<file path="src/hw/rtl/scfifo_pkg.sv">
// ----------------------------------------------------------------------------
// scfifo_pkg
// Types, constants and key tables for the set 1 scancode decoder and key FIFO.
// ----------------------------------------------------------------------------
package scfifo_pkg;

  // Ring sizing; one entry is kept free to tell full from empty
  localparam int RING_DEPTH = 256;
  localparam int PTR_W      = $clog2(RING_DEPTH);

  // Field widths
  localparam int KEY_W  = 9;
  localparam int SC_W   = 8;
  localparam int CHAR_W = 8;
  localparam int CFG_IDX_W = 1;

  // Input action codes
  localparam logic ACT_SCAN = 1'b0;
  localparam logic ACT_POLL = 1'b1;

  // Configuration register indexes
  localparam logic [CFG_IDX_W-1:0] CFG_PAGE_UP   = 1'b0;
  localparam logic [CFG_IDX_W-1:0] CFG_PAGE_DOWN = 1'b1;

  // Scancodes of interest (7-bit make code)
  localparam logic [6:0] SC_LSHIFT = 7'h2A;
  localparam logic [6:0] SC_RSHIFT = 7'h36;
  localparam logic [6:0] SC_CAPS   = 7'h3A;
  localparam logic [6:0] SC_PGUP   = 7'h49;
  localparam logic [6:0] SC_PGDN   = 7'h51;
  localparam logic [6:0] TABLE_LEN = 7'd58;
  localparam logic [CHAR_W-1:0] CASE_STEP = 8'd32;

  localparam logic [KEY_W-1:0] PAGE_UP_RST   = 9'd256;
  localparam logic [KEY_W-1:0] PAGE_DOWN_RST = 9'd257;

  // Push request from the decoder to the ring
  typedef struct packed {
    logic             push;
    logic [KEY_W-1:0] code;
  } push_req_t;

  // Ring pointer increment with wrap
  function automatic logic [PTR_W-1:0] ptr_inc(input logic [PTR_W-1:0] p);
    logic [PTR_W-1:0] r;
    if (p == PTR_W'(RING_DEPTH - 1)) r = '0;
    else                             r = p + 1'b1;
    return r;
  endfunction

  // Unshifted key table, entries 0..57
  function automatic logic [CHAR_W-1:0] plain_char(input logic [5:0] idx);
    logic [CHAR_W-1:0] c;
    case (idx)
      6'd1:  c = 8'h1B;  6'd2:  c = 8'h31;  6'd3:  c = 8'h32;  6'd4:  c = 8'h33;
      6'd5:  c = 8'h34;  6'd6:  c = 8'h35;  6'd7:  c = 8'h36;  6'd8:  c = 8'h37;
      6'd9:  c = 8'h38;  6'd10: c = 8'h39;  6'd11: c = 8'h30;  6'd12: c = 8'h2D;
      6'd13: c = 8'h3D;  6'd14: c = 8'h08;  6'd15: c = 8'h09;  6'd16: c = 8'h71;
      6'd17: c = 8'h77;  6'd18: c = 8'h65;  6'd19: c = 8'h72;  6'd20: c = 8'h74;
      6'd21: c = 8'h79;  6'd22: c = 8'h75;  6'd23: c = 8'h69;  6'd24: c = 8'h6F;
      6'd25: c = 8'h70;  6'd26: c = 8'h5B;  6'd27: c = 8'h5D;  6'd28: c = 8'h0A;
      6'd30: c = 8'h61;  6'd31: c = 8'h73;  6'd32: c = 8'h64;  6'd33: c = 8'h66;
      6'd34: c = 8'h67;  6'd35: c = 8'h68;  6'd36: c = 8'h6A;  6'd37: c = 8'h6B;
      6'd38: c = 8'h6C;  6'd39: c = 8'h3B;  6'd40: c = 8'h27;  6'd41: c = 8'h60;
      6'd43: c = 8'h5C;  6'd44: c = 8'h7A;  6'd45: c = 8'h78;  6'd46: c = 8'h63;
      6'd47: c = 8'h76;  6'd48: c = 8'h62;  6'd49: c = 8'h6E;  6'd50: c = 8'h6D;
      6'd51: c = 8'h2C;  6'd52: c = 8'h2E;  6'd53: c = 8'h2F;  6'd55: c = 8'h2A;
      6'd57: c = 8'h20;
      default: c = '0;
    endcase
    return c;
  endfunction

  // Shifted key table, entries 0..57
  function automatic logic [CHAR_W-1:0] upper_char(input logic [5:0] idx);
    logic [CHAR_W-1:0] c;
    case (idx)
      6'd1:  c = 8'h1B;  6'd2:  c = 8'h21;  6'd3:  c = 8'h40;  6'd4:  c = 8'h23;
      6'd5:  c = 8'h24;  6'd6:  c = 8'h25;  6'd7:  c = 8'h5E;  6'd8:  c = 8'h26;
      6'd9:  c = 8'h2A;  6'd10: c = 8'h28;  6'd11: c = 8'h29;  6'd12: c = 8'h5F;
      6'd13: c = 8'h2B;  6'd14: c = 8'h08;  6'd15: c = 8'h09;  6'd16: c = 8'h51;
      6'd17: c = 8'h57;  6'd18: c = 8'h45;  6'd19: c = 8'h52;  6'd20: c = 8'h54;
      6'd21: c = 8'h59;  6'd22: c = 8'h55;  6'd23: c = 8'h49;  6'd24: c = 8'h4F;
      6'd25: c = 8'h50;  6'd26: c = 8'h7B;  6'd27: c = 8'h7D;  6'd28: c = 8'h0A;
      6'd30: c = 8'h41;  6'd31: c = 8'h53;  6'd32: c = 8'h44;  6'd33: c = 8'h46;
      6'd34: c = 8'h47;  6'd35: c = 8'h48;  6'd36: c = 8'h4A;  6'd37: c = 8'h4B;
      6'd38: c = 8'h4C;  6'd39: c = 8'h3A;  6'd40: c = 8'h22;  6'd41: c = 8'h7E;
      6'd43: c = 8'h7C;  6'd44: c = 8'h5A;  6'd45: c = 8'h58;  6'd46: c = 8'h43;
      6'd47: c = 8'h56;  6'd48: c = 8'h42;  6'd49: c = 8'h4E;  6'd50: c = 8'h4D;
      6'd51: c = 8'h3C;  6'd52: c = 8'h3E;  6'd53: c = 8'h3F;  6'd55: c = 8'h2A;
      6'd57: c = 8'h20;
      default: c = '0;
    endcase
    return c;
  endfunction

endpackage

</file>
<file path="src/hw/rtl/scfifo_decode.sv">
// ----------------------------------------------------------------------------
// scfifo_decode
// Set 1 scancode decoder: modifier state, page key codes and table lookup.
// ----------------------------------------------------------------------------
module scfifo_decode (
  input  logic                                clk,
  input  logic                                rst_n,
  input  logic                                scan_en,
  input  logic [scfifo_pkg::SC_W-1:0]         scancode,
  input  logic                                cfg_write_en,
  input  logic [scfifo_pkg::CFG_IDX_W-1:0]    cfg_index,
  input  logic [scfifo_pkg::KEY_W-1:0]        cfg_data,
  output scfifo_pkg::push_req_t               push_req
);
  import scfifo_pkg::*;

  logic             shift_r, shift_nxt;
  logic             caps_r, caps_nxt;
  logic [KEY_W-1:0] page_up_r, page_down_r;
  logic             brk;
  logic [6:0]       low;
  logic             is_shift;
  logic [CHAR_W-1:0] ch;

  // Decode one scancode transfer
  always_comb begin
    brk       = scancode[SC_W-1];
    low       = scancode[6:0];
    is_shift  = (low == SC_LSHIFT) || (low == SC_RSHIFT);
    shift_nxt = shift_r;
    caps_nxt  = caps_r;
    push_req  = '0;
    ch        = shift_r ? upper_char(low[5:0]) : plain_char(low[5:0]);
    // caps flips letter case against shift
    if (caps_r && !shift_r && ch >= 8'h61 && ch <= 8'h7A) begin
      ch = ch - CASE_STEP;
    end else if (caps_r && shift_r && ch >= 8'h41 && ch <= 8'h5A) begin
      ch = ch + CASE_STEP;
    end
    if (scan_en) begin
      if (brk) begin
        if (is_shift) shift_nxt = 1'b0;
      end else if (is_shift) begin
        shift_nxt = 1'b1;
      end else if (low == SC_CAPS) begin
        caps_nxt = !caps_r;
      end else if (low == SC_PGUP) begin
        push_req.push = 1'b1;
        push_req.code = page_up_r;
      end else if (low == SC_PGDN) begin
        push_req.push = 1'b1;
        push_req.code = page_down_r;
      end else if (low < TABLE_LEN) begin
        push_req.push = (ch != '0);
        push_req.code = KEY_W'(ch);
      end
    end
  end

  // Modifier state and page key registers
  always_ff @(posedge clk) begin
    if (!rst_n) begin
      shift_r     <= 1'b0;
      caps_r      <= 1'b0;
      page_up_r   <= PAGE_UP_RST;
      page_down_r <= PAGE_DOWN_RST;
    end else begin
      shift_r <= shift_nxt;
      caps_r  <= caps_nxt;
      if (cfg_write_en) begin
        unique case (cfg_index)
          CFG_PAGE_UP:   page_up_r   <= cfg_data;
          CFG_PAGE_DOWN: page_down_r <= cfg_data;
          default: ;
        endcase
      end
    end
  end

endmodule

</file>
<file path="src/hw/rtl/scfifo_ring.sv">
// ----------------------------------------------------------------------------
// scfifo_ring
// Key code ring in a synchronous memory, pop stage and output register.
// ----------------------------------------------------------------------------
module scfifo_ring (
  input  logic                           clk,
  input  logic                           rst_n,
  input  scfifo_pkg::push_req_t          push_req,
  input  logic                           pop_en,
  input  logic                           out_stall,
  output logic                           stage_blocked,
  output logic                           out_valid,
  output logic [scfifo_pkg::KEY_W-1:0]   out_key_code,
  output logic                           out_empty_res
);
  import scfifo_pkg::*;

  logic [KEY_W-1:0] ring_mem [RING_DEPTH];
  logic [KEY_W-1:0] rd_data_r;
  logic [PTR_W-1:0] wr_ptr_r, wr_ptr_nxt, rd_ptr_r, rd_ptr_nxt;
  logic [PTR_W-1:0] wr_ptr_inc;
  logic             ring_full, ring_empty, do_write, do_read;
  logic             s1_valid_r, s1_valid_nxt, s1_empty_r, s1_move;
  logic             out_valid_r, out_valid_nxt, out_empty_r;
  logic [KEY_W-1:0] out_key_r;

  // Pointer compare and stage movement
  always_comb begin
    wr_ptr_inc    = ptr_inc(wr_ptr_r);
    ring_full     = (wr_ptr_inc == rd_ptr_r);
    ring_empty    = (wr_ptr_r == rd_ptr_r);
    do_write      = push_req.push && !ring_full;
    do_read       = pop_en && !ring_empty;
    s1_move       = s1_valid_r && (!out_valid_r || !out_stall);
    stage_blocked = s1_valid_r && out_valid_r && out_stall;
    wr_ptr_nxt    = do_write ? wr_ptr_inc : wr_ptr_r;
    rd_ptr_nxt    = do_read ? ptr_inc(rd_ptr_r) : rd_ptr_r;
    if (pop_en)       s1_valid_nxt = 1'b1;
    else if (s1_move) s1_valid_nxt = 1'b0;
    else              s1_valid_nxt = s1_valid_r;
    if (s1_move)                       out_valid_nxt = 1'b1;
    else if (out_valid_r && !out_stall) out_valid_nxt = 1'b0;
    else                               out_valid_nxt = out_valid_r;
  end

  // Ring memory; a popped entry was always written at an earlier edge
  always_ff @(posedge clk) begin
    if (do_write) ring_mem[wr_ptr_r] <= push_req.code;
    if (do_read)  rd_data_r <= ring_mem[rd_ptr_r];
  end

  // Payload of the pop stage and output register
  always_ff @(posedge clk) begin
    if (pop_en) s1_empty_r <= ring_empty;
    if (s1_move) begin
      out_empty_r <= s1_empty_r;
      out_key_r   <= s1_empty_r ? '0 : rd_data_r;
    end
  end

  // Control state
  always_ff @(posedge clk) begin
    if (!rst_n) begin
      wr_ptr_r    <= '0;
      rd_ptr_r    <= '0;
      s1_valid_r  <= 1'b0;
      out_valid_r <= 1'b0;
    end else begin
      wr_ptr_r    <= wr_ptr_nxt;
      rd_ptr_r    <= rd_ptr_nxt;
      s1_valid_r  <= s1_valid_nxt;
      out_valid_r <= out_valid_nxt;
    end
  end

  assign out_valid     = out_valid_r;
  assign out_key_code  = out_key_r;
  assign out_empty_res = out_empty_r;

endmodule

</file>
<file path="src/hw/rtl/scancode_to_ascii_fifo_top.sv">
// ----------------------------------------------------------------------------
// scancode_to_ascii_fifo_top
// Set 1 scancode decoder feeding a key code ring with poll interface.
//
//   channel | direction | handshake        | payload
//   in      | input     | in_valid/stall   | in_action, in_scancode
//   out     | output    | out_valid/stall  | out_key_code, out_empty_res
//   cfg     | input     | cfg_write_en     | cfg_index, cfg_data
//
// One transfer per cycle on the input while in_stall is low; a scancode yields no result.
// A poll result is registered first in the pop stage by the ring memory read,
// then in the output register.
// Reset clears pointers and modifiers and loads the default page codes; the
// ring needs no clearing.
// in_stall rises only while both the pop stage and the output are held by
// out_stall.
// ----------------------------------------------------------------------------
module scancode_to_ascii_fifo_top (
  input  logic                               clk,
  input  logic                               rst_n,
  input  logic                               in_valid,
  output logic                               in_stall,
  input  logic                               in_action,
  input  logic [scfifo_pkg::SC_W-1:0]        in_scancode,
  output logic                               out_valid,
  input  logic                               out_stall,
  output logic [scfifo_pkg::KEY_W-1:0]       out_key_code,
  output logic                               out_empty_res,
  input  logic                               cfg_write_en,
  input  logic [scfifo_pkg::CFG_IDX_W-1:0]   cfg_index,
  input  logic [scfifo_pkg::KEY_W-1:0]       cfg_data
);
  import scfifo_pkg::*;

  logic      in_xfer, scan_en, pop_en, stage_blocked;
  push_req_t push_req;

  // Input transfer split by action
  assign in_stall = stage_blocked;
  assign in_xfer  = in_valid && !in_stall;
  assign scan_en  = in_xfer && (in_action == ACT_SCAN);
  assign pop_en   = in_xfer && (in_action == ACT_POLL);

  scfifo_decode u_decode (
    .clk          (clk),
    .rst_n        (rst_n),
    .scan_en      (scan_en),
    .scancode     (in_scancode),
    .cfg_write_en (cfg_write_en),
    .cfg_index    (cfg_index),
    .cfg_data     (cfg_data),
    .push_req     (push_req)
  );

  scfifo_ring u_ring (
    .clk           (clk),
    .rst_n         (rst_n),
    .push_req      (push_req),
    .pop_en        (pop_en),
    .out_stall     (out_stall),
    .stage_blocked (stage_blocked),
    .out_valid     (out_valid),
    .out_key_code  (out_key_code),
    .out_empty_res (out_empty_res)
  );

endmodule

</file>
<file path="config.mk">
export PLATFORM = sky130hd
export DESIGN_NAME = scancode_to_ascii_fifo_top
export DESIGN_NICKNAME = d
export VERILOG_FILES = /design/src/hw/rtl/scfifo_pkg.sv /design/src/hw/rtl/scfifo_decode.sv /design/src/hw/rtl/scfifo_ring.sv /design/src/hw/rtl/scancode_to_ascii_fifo_top.sv
export SDC_FILE = /design/constraint.sdc
export NUM_CORES = 2
export LEC_CHECK = 0
export ABC_AREA = 1
export BUFFER_PORTS_ARGS = -buffer_cell sky130_fd_sc_hd__buf_2
export CAP_MARGIN = 30
export CORE_ASPECT_RATIO = 0.5
export CORE_MARGIN = 4
export CORE_UTILIZATION = 50
export CTS_CLUSTER_SIZE = 14
export DETAILED_ROUTE_END_ITERATION = 16
export HOLD_SLACK_MARGIN = 0.08
export PLACE_DENSITY = 0.66
export SYNTH_ARGS = -nofsm -noshare
export SYNTH_HDL_FRONTEND = slang
export SYNTH_SLANG_ARGS = --single-unit
</file>
<file path="constraint.sdc">
create_clock -name clk -period 21.7 [get_ports clk]
set_input_delay 4.34 -clock clk [delete_from_list [all_inputs] [get_ports clk]]
set_output_delay 4.34 -clock clk [all_outputs]
set_load 0.05 [all_outputs]
</file>
==> flow_summary.json <==
{
  "port-buffer-count": 35,
  "final_util": 0.550,
  "placement_rows": 112,
  "clockRootBuffer": "clkbuf_16",
  "io_pins": 36,
  "syn-num-nets": 7388,
  "max_clock_freq_mhz": 108,
  "synthToLayoutAreaGrowth_pct": 9.03,
  "rsz_0062_raised_after_global_routing": "no",
  "finalWeightedCongestion": 0.920,
  "synth_enable_flop_cells": 2324,
  "initial_antenna_violation_count": 9,
  "post_synth_and_or_nand_nor_area_fraction": 0.0989,
  "fin_skew_ns": 0.0369,
  "yosysWarnings": 0,
  "dieHeight_um": 315,
  "drt_first_iter_violations": 9843,
  "ys_types": 50,
  "drive_above_1_share": 0.0633,
  "route.antenna.remaining_nets": 0,
  "grt_start_max_net_pins": 187,
  "worst_hold_path.num_cells": 2,
  "initial_core_util": 0.505,
  "via_count": 63218,
  "synth_top_area_cell": "edfxtp_1",
  "detail_route.vias_per_cell": 6.44,
  "powerDensity_mw_per_mm2": 87.8,
  "total_count_of_max_transition_violations_in_the_final_report": 0,
  "ys_seq_elements": 2362,
  "start_kind": "input pin",
  "dominant_combinational_cell_family_by_area_after_synthesis": "compound AO/OA/AOI/OAI gates",
  "timing.rr.start": "u_ring.rd_ptr_r[0]",
  "drcViolationCount": 0,
  "grt_remaining_overflow": 0,
  "die_width_um": 623,
  "slew_headroom": 0.211,
  "die_area_mm2": 0.196,
  "synth_async_sr_flop_share": 0,
  "routed_wl_um": 278000,
  "critPathLaunch": "out_stall",
  "layout_common_cells": "edfxtp_1, nor2_1, o21ai_0",
  "post-dp-hpwl_um": 160000,
  "route.detailed.wl_per_inst_um": 28.3,
  "cts_max_level": 4,
  "synth-compound-area-share": 0.124,
  "cts-root-to-sink-buffers": 3,
  "post_cts.resized_instances": 0,
  "cts.hold.buffers_added": 0,
  "final_nets": 7192,
  "synth_xor_area_frac": 0.00148,
  "cp_arrival_ns": 4.89,
  "clock_insertion_delay_worst_skew_ns": 0.85,
  "final_hold_viol_count": 0,
  "clock_sinks": 2362,
  "mappedNetlistArea_mm2": 0.0944,
  "finalSetupViolCount": 0,
  "post_synth_top_area_share": 0.739,
  "cts-buffers-inserted": 203,
  "clock_period_minus_worst_slack_ns": 9.23,
  "drt_pass1_iterations": 7,
  "cts.clk_slew.worst_paths_ns": 0.06,
  "min-delay-path-class": "flop to flop",
  "max_cap_viol_count": 0,
  "timing_worst_slew_pin_value_ns": 1.18,
  "status": "completed",
  "final.setup.tns_ns": 0,
  "timing.critical_path.to_type": "output port",
  "post_synth.cell_area_avg_um2": 12.9,
  "timing_worst_setup_path_type": "input pin to output port",
  "regToRegEndpoint": "u_ring.rd_data_r[4]",
  "worstRegToRegCells": 11,
  "grt_first_pass_wirelength_um": 403000,
  "cts.repair_timing.setup_buffer_count": 0,
  "r2r_slack_ns": 15.08,
  "ys_seq_area_frac": 0.747,
  "post_synth_mux_area_share": 0,
  "tritoncts_clock_tree": "yes",
  "leakagePower_uw": 0.0335,
  "grt_util_all_layers": 0.278,
  "cp_max_fo": 3,
  "cp-endpoint": "in_stall",
  "dominant_synthesized_flop_cell": "edfxtp_1",
  "syn-instance-count": 7345,
  "grt_pass1_vias": 59182,
  "max-vdd-ir-drop_v": 0.0000885,
  "post_synth_fa_ha_maj_area_fraction": 0.00252,
  "finalCritPeriodShare": 0.425,
  "placeableCoreArea_mm2": 0.187,
  "netlist_top_cells_area": "edfxtp_1, o21ai_0, nor2_1",
  "most_common_library_cell_in_the_layout_ignoring_fill_and_taps": "edfxtp_1",
  "cp_data_required_time_ns": 17.36
}
==> registers in the layout (all words and copies together) (netlist names) <==
register	flops
u_decode.caps_r	1
u_decode.page_down_r	9
u_decode.page_up_r	9
u_decode.shift_r	1
u_ring.out_empty_res	1
u_ring.out_key_code	9
u_ring.out_valid	1
u_ring.rd_data_r	9
u_ring.rd_ptr_r	8
u_ring.ring_mem	2304
u_ring.s1_empty_r	1
u_ring.s1_valid_r	1
u_ring.wr_ptr_r	8
==> worst min-delay path by stage <==
stage / endpoint / start
6_report: u_decode.page_up_r[8] / u_decode.page_up_r[8]
5_1_grt: u_decode.page_up_r[8] / u_decode.page_up_r[8]
4_1_cts: u_decode.page_up_r[8] / u_decode.page_up_r[8]
3_5_place_dp: u_decode.page_up_r[8] / u_decode.page_up_r[8]
3_3_place_gp: u_decode.page_up_r[8] / u_decode.page_up_r[8]
2_1_floorplan: u_ring.out_empty_res / u_ring.s1_empty_r
==> per-layer routing <==
layer | GRT usage | share of wire
met1 | 0.402 | 0.40
met2 | 0.406 | 0.43
met3 | 0.0757 | 0.13
met4 | 0.0975 | 0.035
met5 | 0 | 0.000090
==> synth_stat cells (all sizes together), types with 3 or more instances <==
cell / n
a21boi: 3
a21oi: 112
a221oi: 8
a31oi: 37
a32o: 5
a32oi: 3
buf: 55
clkbuf: 484
clkinv: 4
dfxtp: 38
edfxtp: 2324
ha: 19
inv: 74
nand2: 442
nand3: 277
nand3b: 3
nand4: 42
nor2: 1534
nor3: 7
o211ai: 66
o21ai: 1201
o221ai: 224
o22ai: 351
o31ai: 3
xor2: 14
==> cell families (layout without fill, tap and decap cells) <==
group | count (synthesis) | after routing
DFF | 2362 | 2362
and+or+nand+nor | 2310 | 2310
AOI/OAI and AO/OA | 2021 | 2021
buffers and inverters | 617 | 570
adders and majority gates | 19 | 19
xor gates and xnor gates | 16 | 16
other | 0 | 11
==> cell type report <==
class                           count  area, um^2
Fill cell                       15071       84100
Sequential cell                  2362       70600
Multi-Input combinational cell   4366       21600
Clock buffer                      277        5570
Tap cell                         2508        3140
Timing Repair Buffer              138        1270
Clock inverter                     77         458
Inverter                           78         327
Antenna cell                       11        27.5
==> report_power, final <==
| part | internal, uW | switching [uW] | total, uW |
|---|---|---|---|
| Clock | 1820 | 1600 | 3420 |
| Combinational | 161 | 489 | 650 |
| Sequential | 4960 | 10.5 | 4970 |
==> metrics by stage <==
stage | std cells | total power [uW] | worst slack (ns) | instance area [um^2] | hold WS (ns)
CTS | 9802 | 9030 | 12.47 | 103000 | 0.470
global placement | 9443 | 5700 | 12.22 | 96700 | 0.464
floorplan | 7345 | 5480 | 6.84 | 94400 | 0.424
detailed placement | 9448 | 5700 | 12.25 | 96800 | 0.453
finish | 9817 | 9040 | 12.47 | 103000 | 0.468
global route | 9806 | 9310 | 12.38 | 103000 | 0.514
==> critical path, cell delays in order <==
cell	delay (ns)
buf_2	0.09
nand2_1	0.08
nor2_1	0.11
buf_2	0.28
Note: power is estimated with default switching activity, not from simulation.
